==> src/rtl/cts_pkg.sv <==
// ----------------------------------------------------------------------------
// cts_pkg
// Shared types and constants for the contingency table scorer.
// ----------------------------------------------------------------------------
package cts_pkg;

    localparam int COUNT_BITS_DEF = 32;
    localparam int SAMPLE_BITS    = 16;
    localparam int OUT_COUNT_BITS = 32;
    localparam int FRAC_SHIFT     = 14;
    localparam int SKILL_SHIFT    = 15;
    localparam int BIAS_SHIFT     = 8;
    localparam logic [15:0] FRAC_CAP = 16'd16384;
    localparam logic [15:0] BIAS_CAP = 16'd65535;

    // configuration register indexes
    localparam logic [1:0] CFG_F_LO = 2'd0;
    localparam logic [1:0] CFG_F_HI = 2'd1;
    localparam logic [1:0] CFG_O_LO = 2'd2;
    localparam logic [1:0] CFG_O_HI = 2'd3;

    // multiply jobs
    localparam logic [2:0] MUL_YY  = 3'd0;
    localparam logic [2:0] MUL_ZZ  = 3'd1;
    localparam logic [2:0] MUL_XW  = 3'd2;
    localparam logic [2:0] MUL_YZ  = 3'd3;
    localparam logic [2:0] MUL_SUM = 3'd4;
    localparam logic [2:0] MUL_LAST = MUL_SUM;

    // divide jobs
    localparam logic [2:0] DIV_POD  = 3'd0;
    localparam logic [2:0] DIV_PODN = 3'd1;
    localparam logic [2:0] DIV_FAR  = 3'd2;
    localparam logic [2:0] DIV_CSI  = 3'd3;
    localparam logic [2:0] DIV_HSS  = 3'd4;
    localparam logic [2:0] DIV_BIAS = 3'd5;
    localparam logic [2:0] DIV_LAST = DIV_BIAS;

    typedef enum logic [2:0] {
        S_IDLE,
        S_MUL_LOAD,
        S_MUL_RUN,
        S_MUL_STORE,
        S_DIV_LOAD,
        S_DIV_RUN,
        S_DIV_STORE,
        S_OUT
    } t_state;

    typedef struct packed {
        logic       count;
        logic       mul_load;
        logic       mul_step;
        logic       mul_store;
        logic       div_load;
        logic       div_step;
        logic       div_store;
        logic       out_load;
        logic [2:0] job;
    } t_cmd;

    typedef struct packed {
        logic out_busy;
    } t_status;

endpackage

==> src/rtl/cts_ctrl.sv <==
// ----------------------------------------------------------------------------
// cts_ctrl
// Sequencer: counts items, then runs the multiply and divide jobs of a report.
// ----------------------------------------------------------------------------
module cts_ctrl import cts_pkg::*; #(
    parameter int MUL_STEPS = COUNT_BITS_DEF + 1,
    parameter int DIV_STEPS = 2 * COUNT_BITS_DEF + 16
) (
    input  logic    i_clk,
    input  logic    i_rst_n,
    input  logic    i_in_valid,
    input  logic    i_in_last,
    output logic    o_in_ready,
    input  t_status i_status,
    output t_cmd    o_cmd
);

    localparam int CW = $clog2(DIV_STEPS + 1);

    t_state r_state, n_state;
    logic [CW-1:0] r_cnt, n_cnt;
    logic [2:0]    r_job, n_job;
    logic          w_mul_end, w_div_end, w_acc;

    assign w_mul_end = (r_cnt == CW'(MUL_STEPS - 1));
    assign w_div_end = (r_cnt == CW'(DIV_STEPS - 1));
    assign w_acc     = i_in_valid && (r_state == S_IDLE);

    always_ff @(posedge i_clk) begin
        if (!i_rst_n) begin
            r_state <= S_IDLE;
            r_cnt   <= '0;
            r_job   <= '0;
        end else begin
            r_state <= n_state;
            r_cnt   <= n_cnt;
            r_job   <= n_job;
        end
    end

    // next state
    always_comb begin
        n_state = r_state;
        n_cnt   = r_cnt;
        n_job   = r_job;
        unique case (r_state)
            S_IDLE: begin
                if (w_acc && i_in_last) begin
                    n_state = S_MUL_LOAD;
                    n_job   = MUL_YY;
                end
            end
            S_MUL_LOAD: begin
                n_state = S_MUL_RUN;
                n_cnt   = '0;
            end
            S_MUL_RUN: begin
                n_cnt = r_cnt + 1'b1;
                if (w_mul_end) n_state = S_MUL_STORE;
            end
            S_MUL_STORE: begin
                if (r_job == MUL_LAST) begin
                    n_state = S_DIV_LOAD;
                    n_job   = DIV_POD;
                end else begin
                    n_state = S_MUL_LOAD;
                    n_job   = r_job + 1'b1;
                end
            end
            S_DIV_LOAD: begin
                n_state = S_DIV_RUN;
                n_cnt   = '0;
            end
            S_DIV_RUN: begin
                n_cnt = r_cnt + 1'b1;
                if (w_div_end) n_state = S_DIV_STORE;
            end
            S_DIV_STORE: begin
                if (r_job == DIV_LAST) begin
                    n_state = S_OUT;
                end else begin
                    n_state = S_DIV_LOAD;
                    n_job   = r_job + 1'b1;
                end
            end
            S_OUT: begin
                if (!i_status.out_busy) n_state = S_IDLE;
            end
            default: n_state = S_IDLE;
        endcase
    end

    // outputs
    always_comb begin
        o_cmd      = '0;
        o_cmd.job  = r_job;
        o_in_ready = 1'b0;
        unique case (r_state)
            S_IDLE: begin
                o_in_ready  = 1'b1;
                o_cmd.count = w_acc;
            end
            S_MUL_LOAD:  o_cmd.mul_load  = 1'b1;
            S_MUL_RUN:   o_cmd.mul_step  = 1'b1;
            S_MUL_STORE: o_cmd.mul_store = 1'b1;
            S_DIV_LOAD:  o_cmd.div_load  = 1'b1;
            S_DIV_RUN:   o_cmd.div_step  = 1'b1;
            S_DIV_STORE: o_cmd.div_store = 1'b1;
            S_OUT:       o_cmd.out_load  = !i_status.out_busy;
            default:     o_cmd = '0;
        endcase
    end

endmodule

==> src/rtl/cts_datapath.sv <==
// ----------------------------------------------------------------------------
// cts_datapath
// Counters, bounds, shift-add multiplier, restoring divider, result register.
// ----------------------------------------------------------------------------
module cts_datapath import cts_pkg::*; #(
    parameter int COUNT_BITS = COUNT_BITS_DEF
) (
    input  logic                   i_clk,
    input  logic                   i_rst_n,
    input  logic                   i_cfg_valid,
    input  logic [1:0]             i_cfg_index,
    input  logic [SAMPLE_BITS-1:0] i_cfg_data,
    input  logic [SAMPLE_BITS-1:0] i_fcst,
    input  logic [SAMPLE_BITS-1:0] i_obs,
    input  t_cmd                   i_cmd,
    output t_status                o_status,
    input  logic                   i_out_ready,
    output logic                   o_out_valid,
    output logic [223:0]           o_out_data
);

    localparam int CB = COUNT_BITS;
    localparam int MW = CB + 1;
    localparam int PW = 2 * CB + 2;
    localparam int DW = 2 * CB + 4;
    localparam int NW = 2 * CB + 16;

    logic signed [SAMPLE_BITS-1:0] r_f_lo, r_f_hi, r_o_lo, r_o_hi;
    logic [CB-1:0] r_hit, r_miss, r_fa, r_cn;

    always_ff @(posedge i_clk) begin
        if (!i_rst_n) begin
            r_f_lo <= '0;
            r_f_hi <= {1'b0, {(SAMPLE_BITS-1){1'b1}}};
            r_o_lo <= '0;
            r_o_hi <= {1'b0, {(SAMPLE_BITS-1){1'b1}}};
        end else if (i_cfg_valid) begin
            unique case (i_cfg_index)
                CFG_F_LO: r_f_lo <= i_cfg_data;
                CFG_F_HI: r_f_hi <= i_cfg_data;
                CFG_O_LO: r_o_lo <= i_cfg_data;
                CFG_O_HI: r_o_hi <= i_cfg_data;
                default:  ;
            endcase
        end
    end

    // classify and count
    logic w_fe, w_oe;
    assign w_fe = ($signed(i_fcst) >= r_f_lo) && ($signed(i_fcst) <= r_f_hi);
    assign w_oe = ($signed(i_obs) >= r_o_lo) && ($signed(i_obs) <= r_o_hi);

    always_ff @(posedge i_clk) begin
        if (!i_rst_n) begin
            r_hit  <= '0;
            r_miss <= '0;
            r_fa   <= '0;
            r_cn   <= '0;
        end else if (i_cmd.count) begin
            if (w_fe && w_oe) begin
                if (~&r_hit) r_hit <= r_hit + 1'b1;
            end else if (w_oe) begin
                if (~&r_miss) r_miss <= r_miss + 1'b1;
            end else if (w_fe) begin
                if (~&r_fa) r_fa <= r_fa + 1'b1;
            end else begin
                if (~&r_cn) r_cn <= r_cn + 1'b1;
            end
        end
    end

    // sums of counters
    logic [MW-1:0] w_hm, w_hf, w_cf, w_yz, w_xw;
    logic [CB+1:0] w_hmf;
    assign w_hm  = MW'(r_hit) + MW'(r_miss);
    assign w_hf  = MW'(r_hit) + MW'(r_fa);
    assign w_cf  = MW'(r_cn) + MW'(r_fa);
    assign w_yz  = MW'(r_miss) + MW'(r_fa);
    assign w_xw  = MW'(r_hit) + MW'(r_cn);
    assign w_hmf = (CB+2)'(w_hm) + (CB+2)'(r_fa);

    // shift-add multiplier
    logic [PW-1:0] r_ma, r_mp, r_pxw, r_pyz;
    logic [MW-1:0] r_mb;
    logic [DW-1:0] r_den;
    logic [MW-1:0] w_a, w_b;

    always_comb begin
        case (i_cmd.job)
            MUL_YY:  begin w_a = MW'(r_miss); w_b = MW'(r_miss); end
            MUL_ZZ:  begin w_a = MW'(r_fa);   w_b = MW'(r_fa);   end
            MUL_XW:  begin w_a = MW'(r_hit);  w_b = MW'(r_cn);   end
            MUL_YZ:  begin w_a = MW'(r_miss); w_b = MW'(r_fa);   end
            default: begin w_a = w_yz;        w_b = w_xw;        end
        endcase
    end

    always_ff @(posedge i_clk) begin
        if (i_cmd.mul_load) begin
            r_ma <= PW'(w_a);
            r_mb <= w_b;
            r_mp <= '0;
        end else if (i_cmd.mul_step) begin
            if (r_mb[0]) r_mp <= r_mp + r_ma;
            r_ma <= r_ma << 1;
            r_mb <= r_mb >> 1;
        end else if (i_cmd.mul_store) begin
            case (i_cmd.job)
                MUL_YY:  r_den <= DW'(r_mp);
                MUL_XW: begin
                    r_pxw <= r_mp;
                    r_den <= r_den + (DW'(r_mp) << 1);
                end
                MUL_YZ:  r_pyz <= r_mp;
                default: r_den <= r_den + DW'(r_mp);
            endcase
        end
    end

    // restoring divider with saturating quotient
    logic          w_neg;
    logic [PW-1:0] w_diff;
    logic [NW-1:0] w_num, r_num;
    logic [DW-1:0] w_dd, r_dd, r_rem;
    logic [15:0]   w_cap, r_cap;
    logic [16:0]   r_q;
    logic          r_ovf;
    logic [DW:0]   w_rsh;
    logic [15:0]   w_mag;
    logic [15:0]   r_res [6];

    assign w_neg  = r_pxw < r_pyz;
    assign w_diff = w_neg ? (r_pyz - r_pxw) : (r_pxw - r_pyz);

    always_comb begin
        w_cap = FRAC_CAP;
        case (i_cmd.job)
            DIV_POD: begin
                w_num = NW'(r_hit) << FRAC_SHIFT;  w_dd = DW'(w_hm);
            end
            DIV_PODN: begin
                w_num = NW'(r_cn) << FRAC_SHIFT;   w_dd = DW'(w_cf);
            end
            DIV_FAR: begin
                w_num = NW'(r_fa) << FRAC_SHIFT;   w_dd = DW'(w_hf);
            end
            DIV_CSI: begin
                w_num = NW'(r_hit) << FRAC_SHIFT;  w_dd = DW'(w_hmf);
            end
            DIV_HSS: begin
                w_num = NW'(w_diff) << SKILL_SHIFT; w_dd = r_den;
            end
            default: begin
                w_num = NW'(w_hf) << BIAS_SHIFT;   w_dd = DW'(w_hm);
                w_cap = BIAS_CAP;
            end
        endcase
    end

    assign w_rsh = {r_rem, r_num[NW-1]};
    assign w_mag = (r_ovf || (r_q > {1'b0, r_cap})) ? r_cap : r_q[15:0];

    always_ff @(posedge i_clk) begin
        if (i_cmd.div_load) begin
            r_num <= w_num;
            r_dd  <= w_dd;
            r_cap <= w_cap;
            r_rem <= '0;
            r_q   <= '0;
            r_ovf <= 1'b0;
        end else if (i_cmd.div_step) begin
            r_num <= r_num << 1;
            r_ovf <= r_ovf | r_q[16];
            if (w_rsh >= {1'b0, r_dd}) begin
                r_rem <= DW'(w_rsh - {1'b0, r_dd});
                r_q   <= {r_q[15:0], 1'b1};
            end else begin
                r_rem <= w_rsh[DW-1:0];
                r_q   <= {r_q[15:0], 1'b0};
            end
        end else if (i_cmd.div_store) begin
            if (r_dd == '0) r_res[i_cmd.job] <= '0;
            else if (i_cmd.job == DIV_HSS && w_neg) r_res[i_cmd.job] <= 16'd0 - w_mag;
            else r_res[i_cmd.job] <= w_mag;
        end
    end

    // result register
    logic [CB+31:0] w_ex_h, w_ex_m, w_ex_f, w_ex_c;
    assign w_ex_h = {32'd0, r_hit};
    assign w_ex_m = {32'd0, r_miss};
    assign w_ex_f = {32'd0, r_fa};
    assign w_ex_c = {32'd0, r_cn};

    always_ff @(posedge i_clk) begin
        if (!i_rst_n) begin
            o_out_valid <= 1'b0;
        end else if (i_cmd.out_load) begin
            o_out_valid <= 1'b1;
        end else if (i_out_ready) begin
            o_out_valid <= 1'b0;
        end
    end

    always_ff @(posedge i_clk) begin
        if (i_cmd.out_load) begin
            o_out_data <= {4'd0,
                           r_res[DIV_BIAS], r_res[DIV_HSS],
                           r_res[DIV_CSI][14:0], r_res[DIV_FAR][14:0],
                           r_res[DIV_PODN][14:0], r_res[DIV_POD][14:0],
                           w_ex_c[OUT_COUNT_BITS-1:0], w_ex_f[OUT_COUNT_BITS-1:0],
                           w_ex_m[OUT_COUNT_BITS-1:0], w_ex_h[OUT_COUNT_BITS-1:0]};
        end
    end

    assign o_status.out_busy = o_out_valid && !i_out_ready;

endmodule

==> src/rtl/contingency_table_scorer_core.sv <==
// ----------------------------------------------------------------------------
// contingency_table_scorer_core
// Counts a 2x2 contingency table of forecast/observed events and reports
// verification scores on items marked last.
// ----------------------------------------------------------------------------
// Latency/throughput: an item without tlast is accepted while the block is
//   idle, one item per cycle. An item with tlast is counted, then blocks input
//   while five shift-add multiplies (one bit per cycle) and six restoring
//   divides of 2*COUNT_BITS+16 steps run; the report then loads into the
//   output register once it is free.
// Reset: synchronous active low; clears counters, sets bounds to defaults
//   (low 0, high 32767), drops any pending result.
// ----------------------------------------------------------------------------
module contingency_table_scorer_core import cts_pkg::*; #(
    parameter int COUNT_BITS = COUNT_BITS_DEF
) (
    input  logic         i_clk,
    input  logic         i_rst_n,
    // config write channel
    input  logic         i_cfg_valid,
    output logic         o_cfg_ready,
    input  logic [1:0]   i_cfg_index,
    input  logic [15:0]  i_cfg_data,
    // input stream
    input  logic         s_axis_tvalid,
    output logic         s_axis_tready,
    input  logic [31:0]  s_axis_tdata,  // [15:0] forecast_sample, [31:16] observed_sample
    input  logic         s_axis_tlast,  // last_of_set
    // result stream
    output logic         m_axis_tvalid,
    input  logic         m_axis_tready,
    output logic [223:0] m_axis_tdata   // hit_count[31:0], miss_count[63:32],
                                        // false_alarm_count[95:64],
                                        // correct_negative_count[127:96],
                                        // detect_prob[142:128],
                                        // nonevent_detect_prob[157:143],
                                        // false_alarm_ratio[172:158],
                                        // success_index[187:173],
                                        // skill_score[203:188],
                                        // frequency_bias[219:204], zeros above
);

    t_cmd    w_cmd;
    t_status w_status;

    // config is taken at any time; writes must only happen while idle, which the block does not enforce
    assign o_cfg_ready = 1'b1;

    cts_ctrl #(
        .MUL_STEPS (COUNT_BITS + 1),
        .DIV_STEPS (2 * COUNT_BITS + 16)
    ) u_ctrl (
        .i_clk      (i_clk),
        .i_rst_n    (i_rst_n),
        .i_in_valid (s_axis_tvalid),
        .i_in_last  (s_axis_tlast),
        .o_in_ready (s_axis_tready),
        .i_status   (w_status),
        .o_cmd      (w_cmd)
    );

    cts_datapath #(
        .COUNT_BITS (COUNT_BITS)
    ) u_dp (
        .i_clk       (i_clk),
        .i_rst_n     (i_rst_n),
        .i_cfg_valid (i_cfg_valid),
        .i_cfg_index (i_cfg_index),
        .i_cfg_data  (i_cfg_data),
        .i_fcst      (s_axis_tdata[15:0]),
        .i_obs       (s_axis_tdata[31:16]),
        .i_cmd       (w_cmd),
        .o_status    (w_status),
        .i_out_ready (m_axis_tready),
        .o_out_valid (m_axis_tvalid),
        .o_out_data  (m_axis_tdata)
    );

endmodule
==> config.mk <==
export PLATFORM = sky130hd
export DESIGN_NAME = contingency_table_scorer_core
export DESIGN_NICKNAME = d
export VERILOG_FILES = /design/src/rtl/cts_pkg.sv /design/src/rtl/cts_ctrl.sv /design/src/rtl/cts_datapath.sv /design/src/rtl/contingency_table_scorer_core.sv
export SDC_FILE = /design/constraint.sdc
export NUM_CORES = 2
export LEC_CHECK = 0
export BUFFER_PORTS_ARGS = -buffer_cell sky130_fd_sc_hd__buf_2
export CAP_MARGIN = 20
export CORE_MARGIN = 3
export CORE_UTILIZATION = 40
export CTS_CLUSTER_DIAMETER = 80
export DETAILED_ROUTE_END_ITERATION = 8
export SETUP_SLACK_MARGIN = 0.3
export SLEW_MARGIN = 20
export SYNTH_ARGS = -nofsm -noshare
export SYNTH_HDL_FRONTEND = slang
export SYNTH_SLANG_ARGS = --single-unit
==> constraint.sdc <==
create_clock -name i_clk -period 15.61 [get_ports i_clk]
set_input_delay 3.9025 -clock i_clk [delete_from_list [all_inputs] [get_ports i_clk]]
set_output_delay 3.9025 -clock i_clk [all_outputs]
set_load 0.01 [all_outputs]
==> impl_metrics.ini <==
[die]
start_util_pct = 40.3
die_width_um = 447
die_area_um2 = 200000
io_pins = 283
core_um2 = 193000
placementRows = 161
die_h_um = 447

[clock_network]
cts_tree = built
clockBufferDepth = 3
htree_levels = 4
cts_setup_buffers = 0
clock-root-buffer = clkbuf_16
holdBufCountCts = 0
numClockSinks = 1110
worstSkewPairLatency_ps = 840
numCtsBuffers = 138
cts_resized = 0
clk_pin_slew_ps = 60

[routing]
via_per_inst = 6.11
num_vias = 70500
ant_nets = 0
first_pass_iters = 8
wirelength_um = 287000
wl_per_cell_um = 24.9
drt-initial-drc-count = 7775
drc_errors = 0

[place]
place_hpwl_um = 218000
place_congestion = 0.970
placedCellCount = 11300
dpl_worst_slack_ps = 7550
portBuffers = 277

[critical_path]
r2r_setup_slack_ps = 9210
start_kind = input pin
critPathArrivalTime_ps = 8040
cp.required_ps = 16350
path_max_fanout = 16
cp-end-kind = flip-flop
critPathKind = in -> reg

[sta]
layout_setup_ws_ps = 8310
fin_skew_ps = 70.0
slew_headroom_pct = 19.7
rsz0062_at_grt = no
setup_violations = 0
tightest_slew_ps = 1190
fin_crit_ps = 7300
maxSlewViolCount = 0
max_freq_mhz = 137
min_period_over_period_pct = 46.8
setup_tns_ps = 0
hold_viol = 0
whs_ps = 410

[job]
cap_violations = 0

[status]
status = complete, no violations

[power_and_ir_drop]
powerDensity_nw_per_um2 = 114
power.static_leakage_nw = 36.0
peakVddDrop_v = 0.000107

[synth]
ys_ff_latch = 1110
yosysWarningCount = 0
syn_avg_cell_area_um2 = 8.88
synth_ff_type = edfxtp_1
syn-cell-area_um2 = 77700
synth-edff-count = 719
yosysSeqAreaShare_pct = 37.9
synthCells = 8751
synth.distinct_cells = 96
async_flop_share_pct = 0

[global_route]
grt_pass1_wl_um = 427000
grtUsageTotal_pct = 27.9
grt_overflow = 0
antenna_found_initial = 15
global_route.usage.met1_pct = 38.6
grt.busiest_layer = met2
met3_usage_pct = 5.70
grt_max_degree = 99
grt_pass1_vias = 66200
met2_usage_pct = 42.4

[cells_and_area]
area_delta_synth_final_pct = 11.7
final_util_pct = 45.0
final_cells = 11500
drive_gt1_share_pct = 8.46
layout.nets = 9638

[worst_hold_path]
min-delay-path-class = reg -> reg
## sequential cells by signal (all words and copies together) (netlist names), 7 cells and up
signal and flops:
u_dp.r_q 17, u_ctrl.r_cnt 7, u_dp.r_den 68, u_dp.r_f_hi 16
u_dp.r_mp 66, u_dp.r_cn 32, u_dp.r_fa 32, u_dp.r_mb 33
u_dp.r_num 72, u_dp.r_ma 66, u_dp.r_miss 32, m_axis_tdata 92
u_dp.r_o_hi 16, u_dp.o_out_data 128, u_dp.r_o_lo 16, u_dp.r_dd 68
u_dp.r_pxw 66, u_dp.r_hit 32, u_dp.r_f_lo 16, u_dp.r_pyz 66
u_dp.r_res 92, u_dp.r_rem 68
## Yosys cell counts, types with 24 or more instances
cell | number | area (um^2)
a22oi_1 | 75 | 563
nand3_1 | 156 | 781
o21ai_0 | 586 | 2930
o21bai_1 | 135 | 1010
a21oi_1 | 941 | 4710
and4_1 | 37 | 324
nor3_1 | 129 | 646
nand4_1 | 148 | 926
nor2b_1 | 70 | 438
buf_1 | 33 | 124
a21o_1 | 331 | 2480
or2_2 | 31 | 194
xnor2_1 | 358 | 3140
a21boi_0 | 25 | 188
o31ai_1 | 42 | 315
a31oi_1 | 123 | 769
and3_1 | 124 | 776
xor2_1 | 197 | 1730
dfxtp_1 | 391 | 7830
or3_1 | 56 | 350
clkbuf_1 | 368 | 1380
ha_1 | 678 | 8480
mux2i_1 | 63 | 631
o21a_1 | 75 | 563
nor4_1 | 69 | 432
o211ai_1 | 79 | 593
nor2_1 | 643 | 2410
a211oi_1 | 62 | 465
edfxtp_1 | 719 | 21600
a22o_1 | 40 | 350
nand2b_1 | 86 | 538
a221o_1 | 43 | 430
inv_1 | 450 | 1690
a221oi_1 | 72 | 631
nand2_1 | 851 | 3190
and2_1 | 53 | 332
buf_2 | 24 | 120
a222oi_1 | 70 | 701
## metrics by stage
step | area (um^2) | total power [mW]
2_1_floorplan | 77700 | 5.68
3_3_place_gp | 81900 | 6.47
3_5_place_dp | 81900 | 6.50
4_1_cts | 86700 | 9.93
5_1_grt | 86800 | 10.4
6_report | 86800 | 9.93
## path summary, 6_finish.rpt
path / startpoint / endpoint / cells past startpoint
worst min register to register: u_dp.r_res[2][7] / m_axis_tdata[165] / 0
worst max-delay path: s_axis_tdata[25] / u_dp.r_miss[11] / 14
worst max register to register: u_dp.r_miss[1] / u_dp.r_dd[28] / 22
worst min-delay path: u_dp.r_res[2][7] / m_axis_tdata[165] / 0
## kinds of logic (layout without fill, tap and decap cells)
logic type,after synthesis,count (layout),synth area share (%)
compound gates,2924,2924,24.1
xor+xnor,555,555,6.26
fa+ha+maj,690,690,11.2
simple gates,2509,2509,15.2
flops,1110,1110,37.9
mux,75,75,0.986
buf+inv,886,1141,4.36
other cells,2,7,0.00967
## worst max-delay path: stages
cell and delay [ps]:
buf_2 110, ha_1 300, a21o_1 180, a21o_1 170, a21oi_1 170, o21ai_0 130
a221oi_1 360, mux2i_1 120, a211o_1 420, a211o_1 580, nor3_1 880, buf_4 310
and4_1 220, mux2i_1 170
## metal layers
metal / routed length, um / up-vias
met4: 12700 / 4
met5: 25 / -
met1: 125000 / 34100
met3: 25800 / 550
met2: 123000 / 3115
li1: - / 32700
## power breakdown
part / switching, mW / internal, mW / leakage, nW / total (mW)
clock network: 1.41 / 1.99 / 2.34 / 3.41
logic: 1.78 / 1.03 / 24.0 / 2.81
registers: 0.273 / 3.44 / 9.62 / 3.71
## placed cells by master (no fill, tap or decap), types with 135 or more instances in the layout
cell type	count
a21oi_1	941
nand2_1	846
edfxtp_1	719
ha_1	678
nor2_1	634
o21ai_0	585
inv_1	448
dfxtp_1	390
xnor2_1	358
a21o_1	331
buf_2	277
xor2_1	197
nand3_1	156
buf_4	150
nand4_1	148
clkbuf_16	143
o21bai_1	135
## layout make-up
cell class	count	area, um^2
Antenna cell	2	5.00
Clock buffer	171	3720
Sequential cell	1110	29400
Timing Repair Buffer	431	2590
Multi-Input combinational cell	6758	45100
Inverter	453	1710
Tap cell	2526	3160
Clock inverter	86	1130
Fill cell	18500	106000
Power figures use the tool's default switching activity.
